`config.mk`:
```
export PLATFORM = sky130hd
export DESIGN_NAME = fair_reader_writer_lock_arbiter
export DESIGN_NICKNAME = d
export VERILOG_FILES = /design/src/rtl/frwl_pkg.sv /design/src/rtl/frwl_ctrl.sv /design/src/rtl/frwl_dp.sv /design/src/rtl/fair_reader_writer_lock_arbiter.sv
export SDC_FILE = /design/constraint.sdc
export NUM_CORES = 1
export LEC_CHECK = 0
export BUFFER_PORTS_ARGS = -buffer_cell sky130_fd_sc_hd__buf_2
export CAP_MARGIN = 40
export CORE_MARGIN = 3
export CORE_UTILIZATION = 25
export DETAILED_ROUTE_END_ITERATION = 12
export PLACE_DENSITY = 0.4
export SYNTH_ARGS = -nofsm -noshare
export SYNTH_HDL_FRONTEND = slang
export SYNTH_SLANG_ARGS = --single-unit
```
`constraint.sdc`:
```
create_clock -name clk -period 8.9 [get_ports clk]
set_input_delay 0.89 -clock clk [delete_from_list [all_inputs] [get_ports clk]]
set_output_delay 0.89 -clock clk [all_outputs]
set_load 0.03 [all_outputs]
```
`src/rtl/frwl_pkg.sv`:
```
// Shared types and constants for the fair reader-writer lock arbiter.
package frwl_pkg;

    // Queue sizing
    localparam int QUEUE_DEPTH = 16;
    localparam int QPTR_W      = $clog2(QUEUE_DEPTH);
    localparam int QCNT_W      = $clog2(QUEUE_DEPTH + 1);

    // Field widths
    localparam int OP_W     = 2;
    localparam int ID_W     = 4;
    localparam int STATUS_W = 3;

    // Holder accounting
    localparam int HOLDER_W   = 5;
    localparam int HOLDER_MAX = 31;
    localparam int MAX_GRANTS = 16;
    localparam int GRANT_W    = $clog2(MAX_GRANTS + 1);

    typedef enum logic [OP_W-1:0] {
        OP_READ    = 2'd0,
        OP_WRITE   = 2'd1,
        OP_RELEASE = 2'd2
    } op_t;

    typedef enum logic [STATUS_W-1:0] {
        ST_GRANTED  = 3'd0,
        ST_QUEUED   = 3'd1,
        ST_FULL     = 3'd2,
        ST_RELEASED = 3'd3,
        ST_FREE     = 3'd4
    } status_t;

    typedef enum logic [1:0] {
        MODE_UNLOCKED = 2'd0,
        MODE_READ     = 2'd1,
        MODE_WRITE    = 2'd2
    } mode_t;

    // Source of the id in an emitted word
    typedef enum logic [1:0] {
        SRC_ITEM = 2'd0,
        SRC_HEAD = 2'd1,
        SRC_PEND = 2'd2
    } id_src_t;

    // One waiting request
    typedef struct packed {
        logic            wr;
        logic [ID_W-1:0] id;
    } entry_t;

    // Controller to datapath
    typedef struct packed {
        logic    load_item;
        logic    grant_req;
        logic    enqueue;
        logic    release_dec;
        logic    unlock;
        logic    pop_writer;
        logic    pop_reader_first;
        logic    pop_reader_next;
        logic    emit;
        status_t status;
        id_src_t id_src;
        logic    wr;
        logic    last;
    } cmd_t;

    // Datapath to controller
    typedef struct packed {
        op_t  op;
        logic req_fits;
        logic q_empty;
        logic q_full;
        logic lock_free;
        logic holder_is_one;
        logic head_is_write;
        logic run_more;
        logic out_free;
    } sts_t;

endpackage

```
`src/rtl/frwl_ctrl.sv`:
```
// Control state machine for the lock arbiter: sequences decisions and reader runs.
module frwl_ctrl (
    input  logic           clk,
    input  logic           rst_n,
    input  logic           in_valid,
    output logic           in_ready,
    input  frwl_pkg::sts_t sts,
    output frwl_pkg::cmd_t cmd
);

    typedef enum logic [1:0] {
        S_IDLE,
        S_EXEC,
        S_WAIT_HEAD,
        S_RUN
    } state_t;

    state_t state_reg;
    state_t state_next;
    logic   is_write;

    assign in_ready = (state_reg == S_IDLE);
    assign is_write = (sts.op == frwl_pkg::OP_WRITE);

    // Next state and commands
    always_comb
    begin
        cmd        = '0;
        state_next = state_reg;
        case (state_reg)
            S_IDLE:
            begin
                if (in_valid)
                begin
                    cmd.load_item = 1'b1;
                    state_next    = S_EXEC;
                end
            end
            S_EXEC:
            begin
                case (sts.op)
                    frwl_pkg::OP_READ, frwl_pkg::OP_WRITE:
                    begin
                        if (sts.out_free)
                        begin
                            cmd.emit   = 1'b1;
                            cmd.id_src = frwl_pkg::SRC_ITEM;
                            cmd.last   = 1'b1;
                            if (sts.q_empty && sts.req_fits)
                            begin
                                cmd.grant_req = 1'b1;
                                cmd.status    = frwl_pkg::ST_GRANTED;
                                cmd.wr        = is_write;
                            end
                            else if (sts.q_full)
                            begin
                                cmd.status = frwl_pkg::ST_FULL;
                            end
                            else
                            begin
                                cmd.enqueue = 1'b1;
                                cmd.status  = frwl_pkg::ST_QUEUED;
                            end
                            state_next = S_IDLE;
                        end
                    end
                    frwl_pkg::OP_RELEASE:
                    begin
                        if (sts.out_free)
                        begin
                            state_next = S_IDLE;
                            if (sts.lock_free)
                            begin
                                cmd.emit   = 1'b1;
                                cmd.status = frwl_pkg::ST_FREE;
                                cmd.id_src = frwl_pkg::SRC_ITEM;
                                cmd.last   = 1'b1;
                            end
                            else if (!sts.holder_is_one || sts.q_empty)
                            begin
                                cmd.release_dec = 1'b1;
                                cmd.unlock      = sts.holder_is_one;
                                cmd.emit        = 1'b1;
                                cmd.status      = frwl_pkg::ST_RELEASED;
                                cmd.id_src      = frwl_pkg::SRC_ITEM;
                                cmd.last        = 1'b1;
                            end
                            else if (sts.head_is_write)
                            begin
                                cmd.pop_writer = 1'b1;
                                cmd.emit       = 1'b1;
                                cmd.status     = frwl_pkg::ST_GRANTED;
                                cmd.id_src     = frwl_pkg::SRC_HEAD;
                                cmd.wr         = 1'b1;
                                cmd.last       = 1'b1;
                            end
                            else
                            begin
                                // first reader is held back until last is known
                                cmd.pop_reader_first = 1'b1;
                                state_next           = S_WAIT_HEAD;
                            end
                        end
                    end
                    default:
                    begin
                        state_next = S_IDLE;
                    end
                endcase
            end
            S_WAIT_HEAD:
            begin
                // queue read port catches up with the new head
                state_next = S_RUN;
            end
            S_RUN:
            begin
                if (sts.out_free)
                begin
                    cmd.emit   = 1'b1;
                    cmd.status = frwl_pkg::ST_GRANTED;
                    cmd.id_src = frwl_pkg::SRC_PEND;
                    if (sts.run_more)
                    begin
                        cmd.pop_reader_next = 1'b1;
                        state_next          = S_WAIT_HEAD;
                    end
                    else
                    begin
                        cmd.last   = 1'b1;
                        state_next = S_IDLE;
                    end
                end
            end
            default:
            begin
                state_next = S_IDLE;
            end
        endcase
    end

    // State register
    always_ff @(posedge clk or negedge rst_n)
    begin
        if (!rst_n)
        begin
            state_reg <= S_IDLE;
        end
        else
        begin
            state_reg <= state_next;
        end
    end

endmodule

```
`src/rtl/frwl_dp.sv`:
```
// Datapath for the lock arbiter: lock state, waiting queue and output word register.
module frwl_dp (
    input  logic                          clk,
    input  logic                          rst_n,
    input  logic [frwl_pkg::OP_W-1:0]     operation,
    input  logic [frwl_pkg::ID_W-1:0]     requester_id,
    output logic                          out_valid,
    input  logic                          out_ready,
    output logic [frwl_pkg::STATUS_W-1:0] status,
    output logic [frwl_pkg::ID_W-1:0]     grant_id,
    output logic                          grant_is_write,
    output logic                          last,
    input  frwl_pkg::cmd_t                cmd,
    output frwl_pkg::sts_t                sts
);

    localparam logic [frwl_pkg::QCNT_W-1:0] QFULL =
        frwl_pkg::QCNT_W'(frwl_pkg::QUEUE_DEPTH);
    localparam logic [frwl_pkg::QPTR_W-1:0] QLAST =
        frwl_pkg::QPTR_W'(frwl_pkg::QUEUE_DEPTH - 1);
    localparam logic [frwl_pkg::HOLDER_W-1:0] HMAX =
        frwl_pkg::HOLDER_W'(frwl_pkg::HOLDER_MAX);
    localparam logic [frwl_pkg::GRANT_W-1:0] GMAX =
        frwl_pkg::GRANT_W'(frwl_pkg::MAX_GRANTS);

    // Waiting queue storage
    frwl_pkg::entry_t queue_mem [frwl_pkg::QUEUE_DEPTH];
    frwl_pkg::entry_t rd_data_reg;

    // Item and lock state
    frwl_pkg::op_t                op_reg;
    logic [frwl_pkg::ID_W-1:0]     id_reg;
    frwl_pkg::mode_t              mode_reg;
    frwl_pkg::mode_t              mode_next;
    logic [frwl_pkg::HOLDER_W-1:0] holder_reg;
    logic [frwl_pkg::HOLDER_W-1:0] holder_next;
    logic [frwl_pkg::QPTR_W-1:0]   head_reg;
    logic [frwl_pkg::QPTR_W-1:0]   tail_reg;
    logic [frwl_pkg::QCNT_W-1:0]   count_reg;
    logic [frwl_pkg::GRANT_W-1:0]  grants_reg;
    logic [frwl_pkg::ID_W-1:0]     pend_id_reg;

    // Output word register
    logic                          out_valid_reg;
    frwl_pkg::status_t             status_reg;
    logic [frwl_pkg::ID_W-1:0]     grant_id_reg;
    logic                          grant_is_write_reg;
    logic                          last_reg;
    logic [frwl_pkg::ID_W-1:0]     emit_id;

    logic pop;
    logic req_is_write;

    assign pop          = cmd.pop_writer | cmd.pop_reader_first | cmd.pop_reader_next;
    assign req_is_write = (op_reg == frwl_pkg::OP_WRITE);

    // Status to the controller
    always_comb
    begin
        sts.op            = op_reg;
        sts.req_fits      = req_is_write ? (mode_reg == frwl_pkg::MODE_UNLOCKED)
                          : ((mode_reg == frwl_pkg::MODE_UNLOCKED) ||
                             (mode_reg == frwl_pkg::MODE_READ && holder_reg < HMAX));
        sts.q_empty       = (count_reg == '0);
        sts.q_full        = (count_reg >= QFULL);
        sts.lock_free     = (mode_reg == frwl_pkg::MODE_UNLOCKED) || (holder_reg == '0);
        sts.holder_is_one = (holder_reg == frwl_pkg::HOLDER_W'(1));
        sts.head_is_write = rd_data_reg.wr;
        sts.run_more      = (count_reg != '0) && (grants_reg < GMAX) &&
                            (holder_reg < HMAX) && !rd_data_reg.wr;
        sts.out_free      = !out_valid_reg || out_ready;
    end

    // Lock mode and holder count updates
    always_comb
    begin
        mode_next   = mode_reg;
        holder_next = holder_reg;
        if (cmd.grant_req)
        begin
            mode_next   = req_is_write ? frwl_pkg::MODE_WRITE : frwl_pkg::MODE_READ;
            holder_next = req_is_write ? frwl_pkg::HOLDER_W'(1)
                                       : holder_reg + frwl_pkg::HOLDER_W'(1);
        end
        else if (cmd.release_dec)
        begin
            holder_next = holder_reg - frwl_pkg::HOLDER_W'(1);
            if (cmd.unlock)
            begin
                mode_next = frwl_pkg::MODE_UNLOCKED;
            end
        end
        else if (cmd.pop_writer)
        begin
            mode_next   = frwl_pkg::MODE_WRITE;
            holder_next = frwl_pkg::HOLDER_W'(1);
        end
        else if (cmd.pop_reader_first)
        begin
            mode_next   = frwl_pkg::MODE_READ;
            holder_next = frwl_pkg::HOLDER_W'(1);
        end
        else if (cmd.pop_reader_next)
        begin
            holder_next = holder_reg + frwl_pkg::HOLDER_W'(1);
        end
    end

    // Id for the emitted word
    always_comb
    begin
        case (cmd.id_src)
            frwl_pkg::SRC_HEAD: emit_id = rd_data_reg.id;
            frwl_pkg::SRC_PEND: emit_id = pend_id_reg;
            default:            emit_id = id_reg;
        endcase
    end

    // Control registers
    always_ff @(posedge clk or negedge rst_n)
    begin
        if (!rst_n)
        begin
            mode_reg      <= frwl_pkg::MODE_UNLOCKED;
            holder_reg    <= '0;
            head_reg      <= '0;
            tail_reg      <= '0;
            count_reg     <= '0;
            grants_reg    <= '0;
            out_valid_reg <= 1'b0;
        end
        else
        begin
            mode_reg   <= mode_next;
            holder_reg <= holder_next;
            if (cmd.enqueue)
            begin
                tail_reg  <= (tail_reg == QLAST) ? '0 : tail_reg + frwl_pkg::QPTR_W'(1);
                count_reg <= count_reg + frwl_pkg::QCNT_W'(1);
            end
            else if (pop)
            begin
                head_reg  <= (head_reg == QLAST) ? '0 : head_reg + frwl_pkg::QPTR_W'(1);
                count_reg <= count_reg - frwl_pkg::QCNT_W'(1);
            end
            if (cmd.pop_reader_first)
            begin
                grants_reg <= frwl_pkg::GRANT_W'(1);
            end
            else if (cmd.pop_reader_next)
            begin
                grants_reg <= grants_reg + frwl_pkg::GRANT_W'(1);
            end
            if (cmd.emit)
            begin
                out_valid_reg <= 1'b1;
            end
            else if (out_ready)
            begin
                out_valid_reg <= 1'b0;
            end
        end
    end

    // Payload registers
    always_ff @(posedge clk)
    begin
        if (cmd.load_item)
        begin
            op_reg <= frwl_pkg::op_t'(operation);
            id_reg <= requester_id;
        end
        if (cmd.pop_reader_first || cmd.pop_reader_next)
        begin
            pend_id_reg <= rd_data_reg.id;
        end
        if (cmd.emit)
        begin
            status_reg         <= cmd.status;
            grant_id_reg       <= emit_id;
            grant_is_write_reg <= cmd.wr;
            last_reg           <= cmd.last;
        end
    end

    // Queue memory: write at tail, registered read at head
    always_ff @(posedge clk)
    begin
        if (cmd.enqueue)
        begin
            queue_mem[tail_reg] <= {req_is_write, id_reg};
        end
        rd_data_reg <= queue_mem[head_reg];
    end

    assign out_valid      = out_valid_reg;
    assign status         = status_reg;
    assign grant_id       = grant_id_reg;
    assign grant_is_write = grant_is_write_reg;
    assign last           = last_reg;

    // Checks
    a_count_bound: assert property (@(posedge clk) disable iff (!rst_n)
        count_reg <= QFULL)
        else $error("queue count exceeds depth");

    a_unlocked_no_holder: assert property (@(posedge clk) disable iff (!rst_n)
        (mode_reg == frwl_pkg::MODE_UNLOCKED) |-> (holder_reg == '0))
        else $error("unlocked with holders");

    a_write_single: assert property (@(posedge clk) disable iff (!rst_n)
        (mode_reg == frwl_pkg::MODE_WRITE) |-> (holder_reg == frwl_pkg::HOLDER_W'(1)))
        else $error("write lock with holder count other than one");

    a_no_overwrite: assert property (@(posedge clk) disable iff (!rst_n)
        cmd.emit |-> (!out_valid_reg || out_ready))
        else $error("output word overwritten");

    a_no_overflow: assert property (@(posedge clk) disable iff (!rst_n)
        cmd.enqueue |-> (count_reg != QFULL))
        else $error("enqueue into full queue");

endmodule

```
`src/rtl/fair_reader_writer_lock_arbiter.sv`:
```
// Top level of the FIFO-fair reader-writer lock arbiter.
// A result word is registered into the output word register once that register is free;
// the first grant of a woken reader run first passes through the queue read register.
// An input word is taken only in the idle state, after the words of the last one are
// emitted; a release that wakes a run of readers emits their grants one at a time.
// Reset: rst_n asynchronous, clears lock state, queue pointers, counts and output valid only.
module fair_reader_writer_lock_arbiter (
    input  logic                          clk,
    input  logic                          rst_n,
    input  logic                          in_valid,
    output logic                          in_ready,
    input  logic [frwl_pkg::OP_W-1:0]     operation,
    input  logic [frwl_pkg::ID_W-1:0]     requester_id,
    output logic                          out_valid,
    input  logic                          out_ready,
    output logic [frwl_pkg::STATUS_W-1:0] status,
    output logic [frwl_pkg::ID_W-1:0]     grant_id,
    output logic                          grant_is_write,
    output logic                          last
);

    frwl_pkg::cmd_t cmd;
    frwl_pkg::sts_t sts;

    // Controller
    frwl_ctrl u_ctrl (
        .clk      (clk),
        .rst_n    (rst_n),
        .in_valid (in_valid),
        .in_ready (in_ready),
        .sts      (sts),
        .cmd      (cmd)
    );

    // Datapath
    frwl_dp u_dp (
        .clk            (clk),
        .rst_n          (rst_n),
        .operation      (operation),
        .requester_id   (requester_id),
        .out_valid      (out_valid),
        .out_ready      (out_ready),
        .status         (status),
        .grant_id       (grant_id),
        .grant_is_write (grant_is_write),
        .last           (last),
        .cmd            (cmd),
        .sts            (sts)
    );

endmodule

```
==> run_results.csv <==
group,metric,value,unit
synthesis,synth-xor-area-share,0.01175,
pwr,power_leakage,2.530,nW
synthesis,synthCells,418,
timing,skew,8.160,ps
worst_setup_path,start_kind,"flop",
timing,maxSlewHeadroom,0.4806,
routing,firstDrtPassIters,4,
worst_setup_path,worstPathMaxFanout,10,
pwr,ir_worst_vdd,0.1271,mV
routing,vias_per_cell,4.577,
clocking,cts_tree,"done",
pwr,p_total,2.034,mW
pwr,switching_power,0.6304,mW
layout,fill_cells,2286,
worst_setup_path,slowest_delay,650,ps
synthesis,synth_warnings,0,
synthesis,async_flop_share,0.2121,
synthesis,ys_types,70,
synthesis,synth_top_family_by_area,"compound AO/OA/AOI/OAI gates",
placement,gp_congestion,0.7798,
routing,wl_per_cell,17.66,microns
synthesis,synthTopCellsByArea,"edfxtp_1 (50%), dfrtp_1 (12%), mux4_2 (3.8%)",
grt,grt_pass1_vias,3716,
clocking,clk_latency,410,ps
timing,setup_viol,0,
flow_run,maxCapViolations,0,
timing,period_share,0.3905,
hold_path,hold_path_class,"flop to flop",
synthesis,yosys.area_share.adder,0.03484,
die,die_height,160.4,microns
placement,dp_hpwl,9699,microns
synthesis,syn-cell-area,5961,sq um
timing,maxSlewViolCount,0,
layout,finalNonFillerCells,769,
clocking,post_cts_resized,0,
clocking,cts_root_buffer,"clkbuf_16",
grt,grt_overflow,0,
worst_setup_path,cp.required,9230,ps
clocking,hold_buffers,0,
layout,nNetsFinal,469,
synthesis,syn_nets,444,
worst_setup_path,critPathArrivalTime,3810,ps
grt,grt_start_max_net_pins,29,
synthesis,yosysSeqAreaShare,0.6331,
pwr,swShare,0.3099,
routing,dr.first_iter.drc_count,205,
layout,regArea,3775,sq um
clocking,clkSinkCount,132,
placement,dp_cells,737,
layout,diodes,0,
timing,worst_slew_pin_slew,777.5,ps
timing,tns,0,ps
run_status,status,"finished, final reports clean",
die,die_area,25730,sq um
synthesis,ys_ff_latch,132,
synthesis,synthFlopType,"edfxtp_1",
layout,area_delta_synth_final,17.38,%
routing,drtAntennaViolNets,0,
timing,rsz0062_at_grt,"no",
synthesis,synth-compound-area-share,0.1077,
grt,antenna_found_initial,0,
die,design.core.area,23050,sq um
pwr,p_int,1.404,mW
synthesis,yosys.area_share.simple,0.1045,
pwr,power_frac_seq,0.429,
die,rows,55,
die,start_util,0.2586,
clocking,numCtsBuffers,17,
timing,hold_viol,0,
worst_setup_path,cp-end-kind,"flop",
worst_setup_path,path_cells,"and3_2 -> nand4_1 -> a311oi_2 -> inv_2 -> fa_1 -> a21o_1 -> a21oi_1 -> inv_1 -> or4_1 -> o211ai_1",
synthesis,synth_top_area_frac,0.4987,
die,io_pins,21,
worst_setup_path,crit_slowest_cell,"a311oi_2",
pwr,pwr-share-comb,0.215,
synthesis,synth_top_cell_by_area,"edfxtp_1",
placement,port_buffers,20,
layout,finish.utilization,0.3035,
routing,vias,3520,
routing,drcViolationCount,0,
pwr,p_per_area,290.7,nW/um^2
layout,regMostFlops,"u_dp.queue_mem",
layout,multi_input_area,2038,sq um
timing,fin_crit,3476,ps
clocking,post_cts_buffers,0,
timing,fmax,287.7,MHz
worst_setup_path,critical_path_class,"flop to flop",
die,die-width,160.4,microns
pwr,pwr-share-clk,0.356,
synthesis,synth_most_common_cell,"edfxtp_1",
grt,grt_pass1_wl,21600,microns
synthesis,synthMuxAreaShare,0.08312,
clocking,clk_pin_slew_worst_paths,60,ps
synthesis,avgSynthCellArea,14.26,sq um
routing,routed_wl,13580,microns
synthesis,synth_edf_count,99,
clocking,cts.path.max_buffers,2,
clocking,htreeDepth,4,
layout,drive_above_1_share,0.1886,
synthesis,synth_common_cells,"edfxtp_1 (99), dfrtp_1 (28), nand2_1 (27)",
grt,grt_usage,0.1103,
layout,largest_register_ffs,80,
-- cells in the final DEF, fill, tap and decap left out, types with 10 or more instances in the layout --
master and instances:
nand3_1 10, buf_2 20, ha_1 15, mux4_2 10
nor2_1 10, mux2i_1 18, edfxtp_1 99, a21oi_1 20
and2_1 14, clkbuf_16 17, dfrtp_1 27, inv_1 12
o21ai_0 25, nand2_1 27, a22oi_1 11
-- power by group through the flow --
stage               clock network (mW)  registers (mW)  logic, mW
finish                           0.724           0.872      0.438
global route                     0.778           0.888      0.487
CTS                              0.747           0.875      0.444
detailed placement                   0           0.887      0.441
global placement                     0           0.900      0.416
floorplan                            0           0.854      0.331
-- critical path: cells and delay by family (launching register included) --
kind,cells,cell delay [ps]
compound gates,4,1100
flops,1,500
fa+ha+maj,1,500
buf+inv,2,310
simple gates,3,980
-- metal layers --
layer / up-vias / global-route usage / wire length [microns]
met3: 12 / 0.02966 / 435
met4: 0 / 0.03314 / 146
met5: - / 0 / 0
li1: 1673 / - / -
met1: 1775 / 0.1537 / 6699
met2: 60 / 0.1684 / 6302
-- final cells by class --
| cell class | instances | area share |
|---|---|---|
| clock buffers | 20 | 0.06241 |
| inverters | 13 | 0.006974 |
| clock inverters | 12 | 0.02557 |
| flip-flops and latches | 132 | 0.5395 |
| well taps | 313 | 0.05597 |
| multi-input cells | 257 | 0.2913 |
| repair buffers | 22 | 0.01824 |
-- path summary, 6_finish.rpt --
kind                                                start                              to  slack (ps)  cells past startpoint
hold reg to reg               u_dp.rd_data_reg[3]$_DFF_P_   u_dp.pend_id_reg[3]$_DFFE_PP_         450                      0
min in group asynchronous                           rst_n  u_dp.grants_reg[0]$_DFFE_PN0P_         530                      1
hold / removal                u_dp.rd_data_reg[3]$_DFF_P_   u_dp.pend_id_reg[3]$_DFFE_PP_         450                      0
setup reg to reg           u_dp.holder_reg[2]$_DFFE_PN0P_   u_dp.count_reg[4]$_DFFE_PN0P_        5420                     10
max in group asynchronous                           rst_n    u_dp.head_reg[0]$_DFFE_PN0P_        7870                      1
setup / recovery           u_dp.holder_reg[2]$_DFFE_PN0P_   u_dp.count_reg[4]$_DFFE_PN0P_        5420                     10
-- per-stage QoR --
| stage | hold slack (ps) | worst slack, ps | instance area (sq um) |
|---|---|---|---|
| after floorplan | 409.0 | 5584 | 5961 |
| after global placement | 431.0 | 4926 | 6354 |
| after detailed placement | 436.7 | 5054 | 6381 |
| after CTS | 451.0 | 5477 | 6997 |
| after global routing | 463.4 | 5229 | 6997 |
| final | 452.8 | 5424 | 6997 |
-- kinds of logic (layout without fill, tap and decap cells) --
family                     Yosys count  in the layout
xor gates and xnor gates             8              8
muxes                               36             36
buffers and inverters               29             67
and+or+nand+nor                    106            106
DFF                                132            132
AOI/OAI and AO/OA                   91             91
adders and majority gates           16             16
Note: power is estimated with default switching activity, not from simulation.
